--- src/sv/planar_odometry_integrator_core_defines.svh ---
// assertion macros shared by the odometry integrator
`ifndef PLANAR_ODOMETRY_INTEGRATOR_CORE_DEFINES_SVH
`define PLANAR_ODOMETRY_INTEGRATOR_CORE_DEFINES_SVH

`ifndef SYNTH

// same-cycle implication
`define POI_ASSERT_IMP(lbl, clk, rst, ante, cons) \
  lbl: assert property (@(posedge clk) disable iff (rst) (ante) |-> (cons)) \
    else $error("odometry integrator: same-cycle check failed");

// next-cycle implication
`define POI_ASSERT_NXT(lbl, clk, rst, ante, cons) \
  lbl: assert property (@(posedge clk) disable iff (rst) (ante) |=> (cons)) \
    else $error("odometry integrator: next-cycle check failed");

`else

`define POI_ASSERT_IMP(lbl, clk, rst, ante, cons)
`define POI_ASSERT_NXT(lbl, clk, rst, ante, cons)

`endif

`endif

--- src/sv/poi_pkg.sv ---
`timescale 1ns / 1ps
`default_nettype none

package poi_pkg;

  // item field widths
  localparam int VEL_W  = 16;
  localparam int DT_W   = 16;
  localparam int POS_W  = 32;
  localparam int HEAD_W = 16;
  localparam int Q_W    = 16;

  // cordic sizing
  localparam int CORDIC_STEPS  = 16;
  localparam int ATAN_ENTRIES  = 24;
  localparam int CORDIC_ITERS  = (CORDIC_STEPS < ATAN_ENTRIES) ? CORDIC_STEPS : ATAN_ENTRIES;
  localparam int IDX_W         = $clog2(ATAN_ENTRIES);
  localparam int CW            = 34;
  localparam int ANG_W         = 32;
  localparam int ATAN_W        = 30;

  localparam logic [IDX_W-1:0] CORDIC_LAST = IDX_W'(CORDIC_ITERS - 1);

  // gain-compensated start vector, Q2.30
  localparam logic signed [CW-1:0] CORDIC_GAIN = 34'sd652032874;

  // arctangent of 2^-i in 2^32 units per turn
  localparam logic [ATAN_W-1:0] ATAN_TABLE [ATAN_ENTRIES] = '{
    30'h20000000, 30'h12E4051E, 30'h09FB385B, 30'h051111D4, 30'h028B0D43, 30'h0145D7E1,
    30'h00A2F61E, 30'h00517C55, 30'h0028BE53, 30'h00145F2F, 30'h000A2F98, 30'h000517CC,
    30'h00028BE6, 30'h000145F3, 30'h0000A2FA, 30'h0000517D, 30'h000028BE, 30'h0000145F,
    30'h00000A30, 30'h00000518, 30'h0000028C, 30'h00000146, 30'h000000A3, 30'h00000051
  };

  // shared multiplier operand widths
  localparam int A_W   = 33;
  localparam int B_W   = 32;
  localparam int MUL_W = A_W + B_W;

  // radians to 2^32 turn units
  localparam logic signed [B_W-1:0] RAD_TO_TURN = 32'sd683565276;

  // multiply sequence steps
  localparam int STEP_W = 4;
  localparam logic [STEP_W-1:0] STEP_VXC  = 4'd0;
  localparam logic [STEP_W-1:0] STEP_VYS  = 4'd1;
  localparam logic [STEP_W-1:0] STEP_VXS  = 4'd2;
  localparam logic [STEP_W-1:0] STEP_VYC  = 4'd3;
  localparam logic [STEP_W-1:0] STEP_RXDT = 4'd4;
  localparam logic [STEP_W-1:0] STEP_RYDT = 4'd5;
  localparam logic [STEP_W-1:0] STEP_WZDT = 4'd6;
  localparam logic [STEP_W-1:0] STEP_WZK  = 4'd7;
  localparam logic [STEP_W-1:0] STEP_LAST = 4'd8;

  typedef struct packed {
    logic signed [VEL_W-1:0] vel_x;
    logic signed [VEL_W-1:0] vel_y;
    logic signed [VEL_W-1:0] yaw_rate;
    logic        [DT_W-1:0]  elapsed;
  } vel_t;

  typedef struct packed {
    logic signed [POS_W-1:0] pos_x;
    logic signed [POS_W-1:0] pos_y;
    logic        [HEAD_W-1:0] heading;
    logic signed [Q_W-1:0]   quat_z;
    logic signed [Q_W-1:0]   quat_w;
  } pose_t;

  typedef struct packed {
    logic              load_in;
    logic              cor_start;
    logic              cor_sel_new;
    logic              mul_en;
    logic [STEP_W-1:0] mul_step;
    logic              post_en;
    logic [STEP_W-1:0] post_step;
    logic              load_out;
  } cmd_t;

  typedef struct packed {
    logic cor_done;
    logic cor_busy;
  } stat_t;

endpackage

`default_nettype wire

--- src/sv/poi_ifs.sv ---
`timescale 1ns / 1ps
`default_nettype none

// velocity item channel
interface poi_vel_if;
  import poi_pkg::*;
  logic                    valid;
  logic                    ready;
  logic signed [VEL_W-1:0] vel_x;
  logic signed [VEL_W-1:0] vel_y;
  logic signed [VEL_W-1:0] yaw_rate;
  logic        [DT_W-1:0]  elapsed;

  modport source (output valid, vel_x, vel_y, yaw_rate, elapsed, input ready);
  modport sink (input valid, vel_x, vel_y, yaw_rate, elapsed, output ready);
endinterface

// pose item channel
interface poi_pose_if;
  import poi_pkg::*;
  logic                     valid;
  logic                     ready;
  logic signed [POS_W-1:0]  pos_x;
  logic signed [POS_W-1:0]  pos_y;
  logic        [HEAD_W-1:0] heading;
  logic signed [Q_W-1:0]    quat_z;
  logic signed [Q_W-1:0]    quat_w;

  modport source (output valid, pos_x, pos_y, heading, quat_z, quat_w, input ready);
  modport sink (input valid, pos_x, pos_y, heading, quat_z, quat_w, output ready);
endinterface

`default_nettype wire

--- src/sv/poi_cordic.sv ---
`timescale 1ns / 1ps
`default_nettype none

module poi_cordic (
  input  wire logic                          clk,
  input  wire logic                          rst,
  input  wire logic                          start,
  input  wire logic [poi_pkg::ANG_W-1:0]     angle,
  output logic                               busy,
  output logic                               done,
  output logic signed [poi_pkg::Q_W-1:0]     sin_q14,
  output logic signed [poi_pkg::Q_W-1:0]     cos_q14
);
  import poi_pkg::*;

  localparam logic signed [CW-1:0] QUARTER   = 34'sd1073741824;
  localparam logic signed [CW-1:0] HALF      = 34'sd2147483648;
  localparam logic signed [CW-1:0] ROUND_Q14 = 34'sd32768;
  localparam logic signed [CW-1:0] Q14_ONE   = 34'sd16384;

  logic signed [CW-1:0] x;
  logic signed [CW-1:0] y;
  logic signed [CW-1:0] z;
  logic                 flip;
  logic [IDX_W-1:0]     idx;

  logic signed [CW-1:0] z_ext;
  logic signed [CW-1:0] z_init;
  logic                 flip_init;
  logic signed [CW-1:0] xs;
  logic signed [CW-1:0] ys;
  logic signed [CW-1:0] at;
  logic signed [CW-1:0] x_next;
  logic signed [CW-1:0] y_next;
  logic signed [CW-1:0] z_next;
  logic signed [CW-1:0] x_fin;
  logic signed [CW-1:0] y_fin;

  // Q2.30 to Q1.14 with rounding and clamp
  function automatic logic signed [Q_W-1:0] to_q14(input logic signed [CW-1:0] v);
    logic signed [CW-1:0] r;
    r = (v + ROUND_Q14) >>> 16;
    if (r > Q14_ONE) begin
      return Q_W'(Q14_ONE);
    end else if (r < -Q14_ONE) begin
      return Q_W'(-Q14_ONE);
    end else begin
      return r[Q_W-1:0];
    end
  endfunction

  // fold the angle into plus or minus a quarter turn
  always_comb begin
    z_ext = CW'(signed'(angle));
    priority if (z_ext > QUARTER) begin
      z_init    = z_ext - HALF;
      flip_init = 1'b1;
    end else if (z_ext < -QUARTER) begin
      z_init    = z_ext + HALF;
      flip_init = 1'b1;
    end else begin
      z_init    = z_ext;
      flip_init = 1'b0;
    end
  end

  // one micro-rotation
  always_comb begin
    xs = x >>> idx;
    ys = y >>> idx;
    at = CW'(ATAN_TABLE[idx]);
    if (!z[CW-1]) begin
      x_next = x - ys;
      y_next = y + xs;
      z_next = z - at;
    end else begin
      x_next = x + ys;
      y_next = y - xs;
      z_next = z + at;
    end
  end

  // iteration control
  always_ff @(posedge clk) begin
    if (rst) begin
      busy <= 1'b0;
      done <= 1'b0;
      idx  <= '0;
    end else begin
      done <= 1'b0;
      if (start) begin
        busy <= 1'b1;
        idx  <= '0;
      end else if (busy) begin
        if (idx == CORDIC_LAST) begin
          busy <= 1'b0;
          done <= 1'b1;
        end else begin
          idx <= idx + 1'b1;
        end
      end
    end
  end

  // vector and residual angle
  always_ff @(posedge clk) begin
    if (start) begin
      x    <= CORDIC_GAIN;
      y    <= '0;
      z    <= z_init;
      flip <= flip_init;
    end else if (busy) begin
      x <= x_next;
      y <= y_next;
      z <= z_next;
    end
  end

  // undo the half-turn fold and scale down
  always_comb begin
    x_fin   = flip ? -x : x;
    y_fin   = flip ? -y : y;
    cos_q14 = to_q14(x_fin);
    sin_q14 = to_q14(y_fin);
  end

endmodule

`default_nettype wire

--- src/sv/poi_dpath.sv ---
`timescale 1ns / 1ps
`default_nettype none

module poi_dpath (
  input  wire logic           clk,
  input  wire logic           rst,
  input  wire poi_pkg::vel_t  vel_item,
  input  wire poi_pkg::cmd_t  cmd,
  output poi_pkg::stat_t      stat,
  output poi_pkg::pose_t      pose_item
);
  import poi_pkg::*;

  localparam logic signed [MUL_W-1:0] ROUND_POS  = MUL_W'(65'sd33554432);
  localparam logic signed [MUL_W-1:0] ROUND_HEAD = MUL_W'(65'sd8796093022208);
  localparam logic signed [POS_W+7:0] POS_MAX    = 40'sd2147483647;
  localparam logic signed [POS_W+7:0] POS_MIN    = -40'sd2147483648;

  // latched item
  logic signed [VEL_W-1:0] vx;
  logic signed [VEL_W-1:0] vy;
  logic signed [VEL_W-1:0] wz;
  logic        [DT_W-1:0]  dt;

  // working registers
  logic signed [MUL_W-1:0] prod;
  logic signed [POS_W-1:0] tmp;
  logic signed [POS_W-1:0] rx;
  logic signed [POS_W-1:0] ry;

  // pose state
  logic signed [POS_W-1:0] acc_x;
  logic signed [POS_W-1:0] acc_y;
  logic [HEAD_W-1:0]       heading;

  logic [ANG_W-1:0]        cor_angle;
  logic signed [Q_W-1:0]   sin_q14;
  logic signed [Q_W-1:0]   cos_q14;
  logic                    cor_busy;
  logic                    cor_done;

  logic signed [A_W-1:0]   op_a;
  logic signed [B_W-1:0]   op_b;
  logic signed [MUL_W-1:0] prod_next;
  logic signed [MUL_W-1:0] prod_pos;
  logic signed [MUL_W-1:0] prod_head;
  logic signed [POS_W+6:0] dpos;
  logic [HEAD_W-1:0]       dh;

  // saturating position update
  function automatic logic signed [POS_W-1:0] sat_add(input logic signed [POS_W-1:0] acc,
                                                      input logic signed [POS_W+6:0] d);
    logic signed [POS_W+7:0] s;
    s = (POS_W+8)'(acc) + (POS_W+8)'(d);
    if (s > POS_MAX) begin
      return POS_W'(POS_MAX);
    end else if (s < POS_MIN) begin
      return POS_W'(POS_MIN);
    end else begin
      return s[POS_W-1:0];
    end
  endfunction

  // old heading for the rotation, half of the new one for the quaternion
  assign cor_angle = cmd.cor_sel_new ? {1'b0, heading, 15'b0} : {heading, 16'b0};

  poi_cordic u_cordic (
    .clk     (clk),
    .rst     (rst),
    .start   (cmd.cor_start),
    .angle   (cor_angle),
    .busy    (cor_busy),
    .done    (cor_done),
    .sin_q14 (sin_q14),
    .cos_q14 (cos_q14)
  );

  assign stat.cor_done = cor_done;
  assign stat.cor_busy = cor_busy;

  // shared multiplier operand selection
  always_comb begin
    unique case (cmd.mul_step)
      STEP_VXC: begin
        op_a = A_W'(vx);
        op_b = B_W'(cos_q14);
      end
      STEP_VYS: begin
        op_a = A_W'(vy);
        op_b = B_W'(sin_q14);
      end
      STEP_VXS: begin
        op_a = A_W'(vx);
        op_b = B_W'(sin_q14);
      end
      STEP_VYC: begin
        op_a = A_W'(vy);
        op_b = B_W'(cos_q14);
      end
      STEP_RXDT: begin
        op_a = A_W'(rx);
        op_b = B_W'({1'b0, dt});
      end
      STEP_RYDT: begin
        op_a = A_W'(ry);
        op_b = B_W'({1'b0, dt});
      end
      STEP_WZDT: begin
        op_a = A_W'(wz);
        op_b = B_W'({1'b0, dt});
      end
      STEP_WZK: begin
        op_a = prod[A_W-1:0];
        op_b = RAD_TO_TURN;
      end
      default: begin
        op_a = '0;
        op_b = '0;
      end
    endcase
    prod_next = MUL_W'(op_a) * MUL_W'(op_b);
  end

  // rounded position and heading increments from the product
  always_comb begin
    prod_pos  = prod + ROUND_POS;
    prod_head = prod + ROUND_HEAD;
    dpos      = prod_pos[MUL_W-1:26];
    dh        = prod_head[44+HEAD_W-1:44];
  end

  // item latch, product and rotated velocity
  always_ff @(posedge clk) begin
    if (cmd.load_in) begin
      vx <= vel_item.vel_x;
      vy <= vel_item.vel_y;
      wz <= vel_item.yaw_rate;
      dt <= vel_item.elapsed;
    end
    if (cmd.mul_en) begin
      prod <= prod_next;
    end
    if (cmd.post_en) begin
      unique case (cmd.post_step)
        STEP_VXC: tmp <= prod[POS_W-1:0];
        STEP_VYS: rx  <= tmp - prod[POS_W-1:0];
        STEP_VXS: tmp <= prod[POS_W-1:0];
        STEP_VYC: ry  <= tmp + prod[POS_W-1:0];
        default: ;
      endcase
    end
  end

  // pose accumulators
  always_ff @(posedge clk) begin
    if (rst) begin
      acc_x   <= '0;
      acc_y   <= '0;
      heading <= '0;
    end else if (cmd.post_en) begin
      unique case (cmd.post_step)
        STEP_RXDT: acc_x   <= sat_add(acc_x, dpos);
        STEP_RYDT: acc_y   <= sat_add(acc_y, dpos);
        STEP_WZK:  heading <= heading + dh;
        default: ;
      endcase
    end
  end

  // output register
  always_ff @(posedge clk) begin
    if (cmd.load_out) begin
      pose_item.pos_x   <= acc_x;
      pose_item.pos_y   <= acc_y;
      pose_item.heading <= heading;
      pose_item.quat_z  <= sin_q14;
      pose_item.quat_w  <= cos_q14;
    end
  end

endmodule

`default_nettype wire

--- src/sv/poi_ctrl.sv ---
`timescale 1ns / 1ps
`default_nettype none

module poi_ctrl (
  input  wire logic           clk,
  input  wire logic           rst,
  input  wire logic           in_valid,
  input  wire logic           out_ready,
  input  wire poi_pkg::stat_t stat,
  output poi_pkg::cmd_t       cmd,
  output logic                in_ready,
  output logic                out_valid
);
  import poi_pkg::*;

  localparam logic [2:0] S_IDLE    = 3'd0;
  localparam logic [2:0] S_START_A = 3'd1;
  localparam logic [2:0] S_WAIT_A  = 3'd2;
  localparam logic [2:0] S_MUL     = 3'd3;
  localparam logic [2:0] S_START_B = 3'd4;
  localparam logic [2:0] S_WAIT_B  = 3'd5;
  localparam logic [2:0] S_FIN     = 3'd6;

  logic [2:0]        state;
  logic [2:0]        state_next;
  logic [STEP_W-1:0] step;
  logic [STEP_W-1:0] step_next;
  logic              out_valid_next;

  assign in_ready = (state == S_IDLE);

  // sequencing of the two cordic passes and the multiply chain
  always_comb begin
    cmd        = '0;
    state_next = state;
    step_next  = step;
    unique case (state)
      S_IDLE: begin
        if (in_valid) begin
          cmd.load_in = 1'b1;
          state_next  = S_START_A;
        end
      end
      S_START_A: begin
        cmd.cor_start = 1'b1;
        state_next    = S_WAIT_A;
      end
      S_WAIT_A: begin
        if (stat.cor_done) begin
          step_next  = STEP_VXC;
          state_next = S_MUL;
        end
      end
      S_MUL: begin
        cmd.mul_en    = (step <= STEP_WZK);
        cmd.mul_step  = step;
        cmd.post_en   = (step != STEP_VXC);
        cmd.post_step = step - 1'b1;
        if (step == STEP_LAST) begin
          state_next = S_START_B;
        end else begin
          step_next = step + 1'b1;
        end
      end
      S_START_B: begin
        cmd.cor_start   = 1'b1;
        cmd.cor_sel_new = 1'b1;
        state_next      = S_WAIT_B;
      end
      S_WAIT_B: begin
        if (stat.cor_done) begin
          state_next = S_FIN;
        end
      end
      S_FIN: begin
        if (!out_valid || out_ready) begin
          cmd.load_out = 1'b1;
          state_next   = S_IDLE;
        end
      end
      default: begin
        state_next = S_IDLE;
      end
    endcase
  end

  // result item handshake
  always_comb begin
    priority if (cmd.load_out) begin
      out_valid_next = 1'b1;
    end else if (out_ready) begin
      out_valid_next = 1'b0;
    end else begin
      out_valid_next = out_valid;
    end
  end

  always_ff @(posedge clk) begin
    if (rst) begin
      state     <= S_IDLE;
      step      <= '0;
      out_valid <= 1'b0;
    end else begin
      state     <= state_next;
      step      <= step_next;
      out_valid <= out_valid_next;
    end
  end

endmodule

`default_nettype wire

--- src/sv/planar_odometry_integrator_core.sv ---
// Planar dead-reckoning integrator: each item on vel (body-frame velocity in Q4.12, yaw rate
// in Q4.12 rad/s, elapsed time in unsigned Q0.16 s) rotates the velocity by the heading held
// before the update, scales it by the elapsed time and adds it to a saturating Q16.16
// position, then advances the 16-bit binary-angle heading, which wraps once per turn. Each
// item yields exactly one pose item carrying the new position, heading and the yaw
// quaternion z = sin(h/2), w = cos(h/2) in Q1.14. One item is worked at a time: vel.ready
// rises again only once the item is through two passes of the single iterative CORDIC, one
// micro-rotation per cycle, and eight products on one shared multiplier. The finished
// pose sits in an output register, so the next item is taken while the previous pose still
// waits for pose.ready. Reset clears the position and heading to zero.
`timescale 1ns / 1ps
`default_nettype none
`include "planar_odometry_integrator_core_defines.svh"

module planar_odometry_integrator_core (
  input  wire logic  clk,
  input  wire logic  rst,
  poi_vel_if.sink    vel,
  poi_pose_if.source pose
);
  import poi_pkg::*;

  vel_t  vel_item;
  pose_t pose_item;
  cmd_t  cmd;
  stat_t stat;
  logic  in_ready;
  logic  out_valid;

  // channel payload to and from the datapath
  assign vel_item.vel_x    = vel.vel_x;
  assign vel_item.vel_y    = vel.vel_y;
  assign vel_item.yaw_rate = vel.yaw_rate;
  assign vel_item.elapsed  = vel.elapsed;

  assign vel.ready    = in_ready;
  assign pose.valid   = out_valid;
  assign pose.pos_x   = pose_item.pos_x;
  assign pose.pos_y   = pose_item.pos_y;
  assign pose.heading = pose_item.heading;
  assign pose.quat_z  = pose_item.quat_z;
  assign pose.quat_w  = pose_item.quat_w;

  poi_ctrl u_ctrl (
    .clk       (clk),
    .rst       (rst),
    .in_valid  (vel.valid),
    .out_ready (pose.ready),
    .stat      (stat),
    .cmd       (cmd),
    .in_ready  (in_ready),
    .out_valid (out_valid)
  );

  poi_dpath u_dpath (
    .clk       (clk),
    .rst       (rst),
    .vel_item  (vel_item),
    .cmd       (cmd),
    .stat      (stat),
    .pose_item (pose_item)
  );

  // a taken item keeps the block busy
  `POI_ASSERT_NXT(a_busy_after_accept, clk, rst, vel.valid && vel.ready, !vel.ready)
  // a waiting pose item is never overwritten
  `POI_ASSERT_IMP(a_no_overwrite, clk, rst, cmd.load_out, !pose.valid || pose.ready)
  // cordic is only started when free
  `POI_ASSERT_IMP(a_cordic_free, clk, rst, cmd.cor_start, !stat.cor_busy)
  // multiplies read settled sine and cosine
  `POI_ASSERT_IMP(a_mul_after_cordic, clk, rst, cmd.mul_en, !stat.cor_busy)

endmodule

`default_nettype wire

--- src/flat_wrapper.sv ---
// flat-port wrapper written by rule: the top's interface ports become plain ports
module planar_odometry_integrator_core_flat import poi_pkg::*;
  (clk, rst, vel_valid, vel_vel_x, vel_vel_y, vel_yaw_rate, vel_elapsed, vel_ready, pose_valid, pose_pos_x, pose_pos_y, pose_heading, pose_quat_z, pose_quat_w, pose_ready);
  poi_vel_if vel_i ();
  poi_pose_if pose_i ();
  input  wire logic clk;
  input  wire logic rst;
  input wire logic [$bits(vel_i.valid)-1:0] vel_valid;
  input wire logic [$bits(vel_i.vel_x)-1:0] vel_vel_x;
  input wire logic [$bits(vel_i.vel_y)-1:0] vel_vel_y;
  input wire logic [$bits(vel_i.yaw_rate)-1:0] vel_yaw_rate;
  input wire logic [$bits(vel_i.elapsed)-1:0] vel_elapsed;
  output wire logic [$bits(vel_i.ready)-1:0] vel_ready;
  output wire logic [$bits(pose_i.valid)-1:0] pose_valid;
  output wire logic [$bits(pose_i.pos_x)-1:0] pose_pos_x;
  output wire logic [$bits(pose_i.pos_y)-1:0] pose_pos_y;
  output wire logic [$bits(pose_i.heading)-1:0] pose_heading;
  output wire logic [$bits(pose_i.quat_z)-1:0] pose_quat_z;
  output wire logic [$bits(pose_i.quat_w)-1:0] pose_quat_w;
  input wire logic [$bits(pose_i.ready)-1:0] pose_ready;
  assign vel_i.valid = vel_valid;
  assign vel_i.vel_x = vel_vel_x;
  assign vel_i.vel_y = vel_vel_y;
  assign vel_i.yaw_rate = vel_yaw_rate;
  assign vel_i.elapsed = vel_elapsed;
  assign vel_ready = vel_i.ready;
  assign pose_valid = pose_i.valid;
  assign pose_pos_x = pose_i.pos_x;
  assign pose_pos_y = pose_i.pos_y;
  assign pose_heading = pose_i.heading;
  assign pose_quat_z = pose_i.quat_z;
  assign pose_quat_w = pose_i.quat_w;
  assign pose_i.ready = pose_ready;
  planar_odometry_integrator_core u_core (.clk(clk), .rst(rst), .vel(vel_i), .pose(pose_i));
endmodule
--- config.mk ---
export PLATFORM = sky130hd
export DESIGN_NAME = planar_odometry_integrator_core_flat
export DESIGN_NICKNAME = d
export VERILOG_FILES = /design/src/sv/poi_pkg.sv /design/src/sv/poi_ifs.sv /design/src/sv/poi_cordic.sv /design/src/sv/poi_dpath.sv /design/src/sv/poi_ctrl.sv /design/src/sv/planar_odometry_integrator_core.sv /design/src/flat_wrapper.sv
export VERILOG_INCLUDE_DIRS = /design/src /design/src/sv
export SDC_FILE = /design/constraint.sdc
export NUM_CORES = 2
export LEC_CHECK = 0
export ABC_AREA = 1
export BUFFER_PORTS_ARGS = -buffer_cell sky130_fd_sc_hd__buf_4
export CORE_MARGIN = 2
export CORE_UTILIZATION = 50
export CTS_CLUSTER_DIAMETER = 120
export DETAILED_ROUTE_END_ITERATION = 12
export PLACE_DENSITY = 0.69
export SLEW_MARGIN = 30
export SYNTH_ARGS = -nofsm -noshare
export SYNTH_HDL_FRONTEND = slang
export SYNTH_SLANG_ARGS = --single-unit
--- constraint.sdc ---
create_clock -name clk -period 12.2 [get_ports clk]
set_clock_uncertainty 0.2 [all_clocks]
set_input_delay 2.44 -clock clk [delete_from_list [all_inputs] [get_ports clk]]
set_output_delay 2.44 -clock clk [all_outputs]
set_load 0.1 [all_outputs]
---- After elaboration in Yosys (flattened, before gate mapping) ----
Memory sizes are Yosys's and may differ from the RTL's.
Cells that the tools add are included.
word-level totals
  output and inout port bits .............. 114
  logic and storage cells ................. 166
  input port bits ......................... 68
  memory bits (read-only) ................. 960
  register bits after elaboration ......... 535
  memories kept ........................... 1
cells by class
  bitwise operators ....................... 3
  add/subtract/negate cells ............... 22
  shifts and indexed selects .............. 2
  reductions and logical operators ........ 27
  order comparisons ....................... 12
  eq/ne operators ......................... 27
  multiplexer cells ....................... 45
  multipliers ............................. 1
memory list
  name              depth  width  rd ports  clocked after Yosys merged registers in  wr ports  RTL line          RTL
  (name not given)  32     30     1         0                                        0         poi_cordic.sv:71  at = CW'(ATAN_TABLE[idx]);
operators with widths
  operator                                                         number
  2-to-1 mux 34 bit                                                9
  case mux 33 bit (6 select lines)                                 1
  2-to-1 mux 32 bit                                                5
  case mux 32 bit (4 select lines)                                 1
  adder 32 x 39 -> 40 bit                                          2
  greater-than comparator 40 x 32 -> 1 bit, second input constant  2
  < comparator 40 x 32 -> 1 bit, second input constant             2
  adder 34 x 17 -> 34 bit, second input constant                   2
  adder 34 bit                                                     2
  negator 34 bit                                                   2
  >>> shifter 34 x 5 -> 34 bit                                     2
  subtractor 34 bit                                                2
  adder 65 x 27 -> 65 bit, second input constant                   1
  multiplier 33 x 32 -> 65 bit                                     1
  2-to-1 mux 16 bit                                                4
  adder 60 x 45 -> 60 bit, second input constant                   1
  2-to-1 mux 30 bit                                                2
  greater-than comparator 18 x 16 -> 1 bit, second input constant  2
  < comparator 18 x 15 -> 1 bit, second input constant             2
  adder 32 x 33 -> 34 bit, second input constant                   1
  adder 34 x 31 -> 34 bit                                          1
  subtractor 32 x 33 -> 34 bit, second input constant              1
  subtractor 34 x 31 -> 34 bit                                     1
  adder 32 bit                                                     1
  37 further kinds                                                 89

---- Logic depth before layout (Yosys ltp) ----
  depth after elaboration ................. 8
  mapped depth ............................ 55

---- By module ----
Synthesis repeated with hierarchy kept, for this count alone.
unflattened totals
  cells, all modules ...................... 10870
  area total of the unflattened synthesis .. 81832.2 um2
by module, submodules not included
  module      area an instance (um2)  cells an instance  instances
  poi_dpath   61886.9                 7338               1
  poi_cordic  19182.1                 3426               1
  poi_ctrl    763.2                   106                1

---- Worst setup path before layout ----
OpenSTA, ideal clock, no wires.
  path kind ............................... register -> register
  start ................................... reg u_core.u_ctrl.state[1]
  end ..................................... reg u_core.u_dpath.prod[58] (data pin)
  period minus slack after synthesis ...... 11352 ps
  cell stages (with the launch flop) ...... 37
  buffers on the path ..................... 3
  setup time .............................. 259 ps
  data arrival time ....................... 10893 ps
  slack ................................... 848 ps
  cells stage by stage .................... dfxtp_1 inv_2 nor2_1 inv_2 nor2_2 inv_2 nor2_2 nand2_1 inv_1 buf_2 buf_1 a21oi_1 nand3_1 buf_2 nand2_1 fa_1 inv_1 fa_1 fa_1 inv_1 fa_1 inv_1 fa_1 fa_1 fa_1 fa_1 ha_1 nand2_1 nor2_1 inv_1 nor4_1 nand3_1 nand3_1 nand2_1 nand2_1 a21oi_1 xnor2_1
on the way
  longest elaborated chain between the ends .. 6
ends and longest elaborated chain
  element                                                                               RTL line          RTL
  start, declared                                                                       poi_ctrl.sv:24    logic [2:0] state;
  start signal, assigned                                                                poi_ctrl.sv:104   state <= state_next;
  equality test 3 x 2 -> 1 bit (*)                                                      poi_ctrl.sv:37    unique case (state)
  2-to-1 mux 10 bit (*)                                                                 poi_ctrl.sv:37
  equality test 4 x 3 -> 1 bit, or another cell as far along                            poi_dpath.sv:83   unique case (cmd.mul_step)
  OR reduction 3 bit (no line) or OR reduction 2 bit (tied branches)                    --
  case mux 32 bit (4 select lines) or case mux 33 bit (6 select lines) (tied branches)  poi_dpath.sv:83
  multiplier 33 x 32 -> 65 bit (*)                                                      poi_dpath.sv:121  prod_next = MUL_W'(op_a) * MUL_W'(op_b);
  net u_core.u_dpath.prod_next[58]                                                      poi_dpath.sv:44   logic signed [MUL_W-1:0] prod_next;
  end signal, assigned                                                                  poi_dpath.sv:141  prod <= prod_next;
  end, declared                                                                         poi_dpath.sv:26   logic signed [MUL_W-1:0] prod;
The timed path passes the listed nets; every way through them passes the cells marked *.
A chain may end at the register's enable or synchronous reset.

---- Final worst setup path ----
  start ................................... reg u_core.u_dpath.u_cordic.x[15]
  end ..................................... reg u_core.u_dpath.prod[58] (data pin)
on the way
  longest elaborated chain between the ends .. 8
ends and longest elaborated chain
  element                               RTL line           RTL
  start, declared                       poi_cordic.sv:21   logic signed [CW-1:0] x;
  start signal, assigned                poi_cordic.sv:113  x <= x_next;
  negator 34 bit                        poi_cordic.sv:121  x_fin = flip ? -x : x;
  2-to-1 mux 34 bit (*)                 poi_cordic.sv:121
  adder 34 x 17 -> 34 bit (*)           poi_cordic.sv:42   r = (v + ROUND_Q14) >>> 16;
  < comparator 18 x 15 -> 1 bit         poi_cordic.sv:45   end else if (r < -Q14_ONE) begin
  2-to-1 mux 16 bit                     poi_cordic.sv:45
  2-to-1 mux 16 bit (*)                 poi_cordic.sv:43   if (r > Q14_ONE) begin
  case mux 32 bit (4 select lines) (*)  poi_dpath.sv:83
  multiplier 33 x 32 -> 65 bit (*)      poi_dpath.sv:121
  net u_core.u_dpath.prod_next[58]      poi_dpath.sv:44
Marks and branches as above.

==> out/qor.yml <==
status: "finished, final reports clean"
required_ps: 12420
seq_area_um2: 14400
max_freq_mhz: 87.3
slowest_delay_ps: 940
whs_ps: 235
gr-usage-all-layers: 0.341
ios: 182
finalCriticalPeriod_ps: 11450
h-tree-depth: 3
cp_num_buf_inv: 3
worstSetupStartpointType: "flip-flop"
timing.rr.end: "u_core.u_dpath.prod[58]"
cts_tree: "built"
cp_top_family: "adder cells"
place.gp.congestion: 1.04
rrSetupSlack_ps: 750
worstHoldPathCells: 0
tightest_slew_ps: 1050
detail-route-antenna-nets: 0
cts_sinks: 535
crit_path_max_fanout: 33
ys.flop_type: "edfxtp_1"
drive_above_1_share: 0.0661
hold_path_class: "reg2reg"
yosys.area.top_type: "fa_1"
cts_root_buf: "clkbuf_16"
dp_slack_ps: 929
core_area_um2: 158000
area_delta_synth_final_pct: 7.44
rr_worst_depth: 43
clockBufferDepth: 3
antenna_found_initial: 16
ys_top_cells_by_area: "fa_1, edfxtp_1, inv_1"
worst_slack_ps: 751
post_cts_buffers: 0
finalNetCount: 11900
worstPathArrival_ps: 11670
relSlewSlack: 0.295
fillers: 15000
insertion_delay_ps: 680
grt_pass1_vias: 69200
synth_warnings: 0
grt_max_degree: 74
report.final.slew_viol_count: 0
hold_viol: 0
wl_per_cell_um: 22.3
clkTransAtPathRegs_ps: 60
slowest_stage: "fa_1"
first_pass_iters: 6
numCtsBuffers: 68
min-delay-start: "u_core.u_dpath.heading[15]"
rsz0062_at_grt: "false"
die_w_um: 402
critPathKind: "reg2reg"
synth-seq-cells: 535
multi_input_comb_area_um2: 55000
worstReg2RegStart: "u_core.u_dpath.u_cordic.x[15]"
drc: 0
die_h_um: 402
vias: 69400
avgSynthCellArea_um2: 7.75
ctsHoldBuffers: 0
synth_edf_count: 372
synth_top_area_share: 0.267
syn-instance-count: 10200
std_cell_rows: 146
initial_core_util: 0.502
hold_end: "u_core.u_dpath.pose_item[47]"
ys_types: 72
fin_setup_tns_ps: 0
synth_common_cells: "inv_1, nand2_1, fa_1"
wl_um: 277000
synth-async-reset-ratio: 0
hpwlAfterDp_um: 230000
cpMostUsedCell: "nand2_1"
via_per_inst: 5.58
seq_area_frac_synth: 0.182
cap_violations: 0
endpoint_kind: "flip-flop"
yosysMostFrequentCell: "inv_1"
synthesis.nets: 11800
post_cts_resized: 0
synth_area_um2: 79400
setup_viol: 0
portBuffers: 181
drtIter0Drc: 7418
die_area_um2: 162000
grt_pass1_wl_um: 420000
fin_crit_sh: 0.938
grt-ovfl-total: 0
-- cell families (layout without fill, tap and decap cells) --
| logic type | count (synthesis) | count (layout) | synth area share |
|---|---|---|---|
| other cells | 0 | 6 | 0 |
| flops | 535 | 535 | 0.182 |
| buf+inv | 2566 | 2696 | 0.127 |
| simple gates | 3633 | 3633 | 0.193 |
| fa+ha+maj | 1534 | 1534 | 0.342 |
| xor+xnor | 401 | 401 | 0.0443 |
| mux | 18 | 18 | 0.00227 |
| compound gates | 1547 | 1547 | 0.109 |
-- worst max path at each step --
stage,startpoint,to,slack (ps),cells after the start
after floorplan,u_core.u_ctrl.state[1],u_core.u_dpath.prod[58],850,36
after detailed placement,u_core.u_dpath.u_cordic.y[1],u_core.u_dpath.prod[58],930,43
after global routing,u_core.u_dpath.u_cordic.y[1],u_core.u_dpath.prod[62],150,44
after global placement,u_core.u_dpath.u_cordic.y[1],u_core.u_dpath.prod[64],1190,44
final,u_core.u_dpath.u_cordic.x[15],u_core.u_dpath.prod[58],750,43
after CTS,u_core.u_dpath.u_cordic.y[1],u_core.u_dpath.prod[58],910,43
-- layout by cell type (no fill, tap or decap), drive strengths merged, types with 7 or more instances in the layout --
cell type  netlist  routed
a211oi          15      15
a21boi          31      31
a21o            43      43
a21oi          629     629
a221oi          13      13
a22oi           26      26
a31oi           71      71
and2            14      14
and3             7       7
buf            177     306
bufinv           0       9
clkbuf         122      79
clkinv          14      39
dfxtp          163     163
edfxtp         372     372
fa            1058    1058
ha             476     476
inv           2253    2261
mux2i           18      18
nand2         2224    2224
nand3          449     449
nand3b          15      15
nand4           65      65
nor2           705     705
nor3            80      80
nor4            32      32
o211ai          51      51
o21a            29      29
o21ai          547     547
o21bai          24      24
o221ai          16      16
o22ai           20      20
o31ai           10      10
or2             39      39
xnor2          113     113
xor2           288     288
-- cell type report --
class,count,area share
antenna,6,0.000176
clock buffer,79,0.0209
clock inverter,44,0.00630
inverter,2267,0.100
multi-input combinational,7133,0.644
sequential,535,0.169
tap,2072,0.0304
timing repair buffer,306,0.0283
-- per-stage QoR --
stage / util / cell area (um2) / std cells
after CTS: 0.539 / 85200 / 12400
final: 0.540 / 85300 / 12400
after global routing: 0.540 / 85300 / 12400
after global placement: 0.524 / 82800 / 12300
after detailed placement: 0.525 / 82900 / 12300
after floorplan: - / 79400 / 10200
-- state kept, by name, summed over array words and instances, names as in the netlist, 16 cells and up --
register,flops
u_core.u_dpath.acc_x,32
u_core.u_dpath.acc_y,32
u_core.u_dpath.dt,16
u_core.u_dpath.heading,16
u_core.u_dpath.pose_item,112
u_core.u_dpath.prod,65
u_core.u_dpath.rx,32
u_core.u_dpath.ry,32
u_core.u_dpath.tmp,32
u_core.u_dpath.u_cordic.x,34
u_core.u_dpath.u_cordic.y,34
u_core.u_dpath.u_cordic.z,34
u_core.u_dpath.vx,16
u_core.u_dpath.vy,16
u_core.u_dpath.wz,16
-- worst register-to-register path, delay by kind of cell, from the launching register on --
| family | cells | cell delay (ps) |
|---|---|---|
| compound gates | 1 | 100 |
| xor+xnor | 1 | 130 |
| fa+ha+maj | 10 | 5340 |
| buf+inv | 3 | 970 |
| flops | 1 | 660 |
| simple gates | 28 | 3780 |
-- metal layers --
layer | part of all wire | track usage
met5 | 0.00025 | 0
met4 | 0.031 | 0.0993
met3 | 0.10 | 0.0756
met2 | 0.43 | 0.516
met1 | 0.44 | 0.492
Power is left out: the tool's default activity adds up to more than one toggle a clock period on the data nets, which glitch-free logic cannot reach.
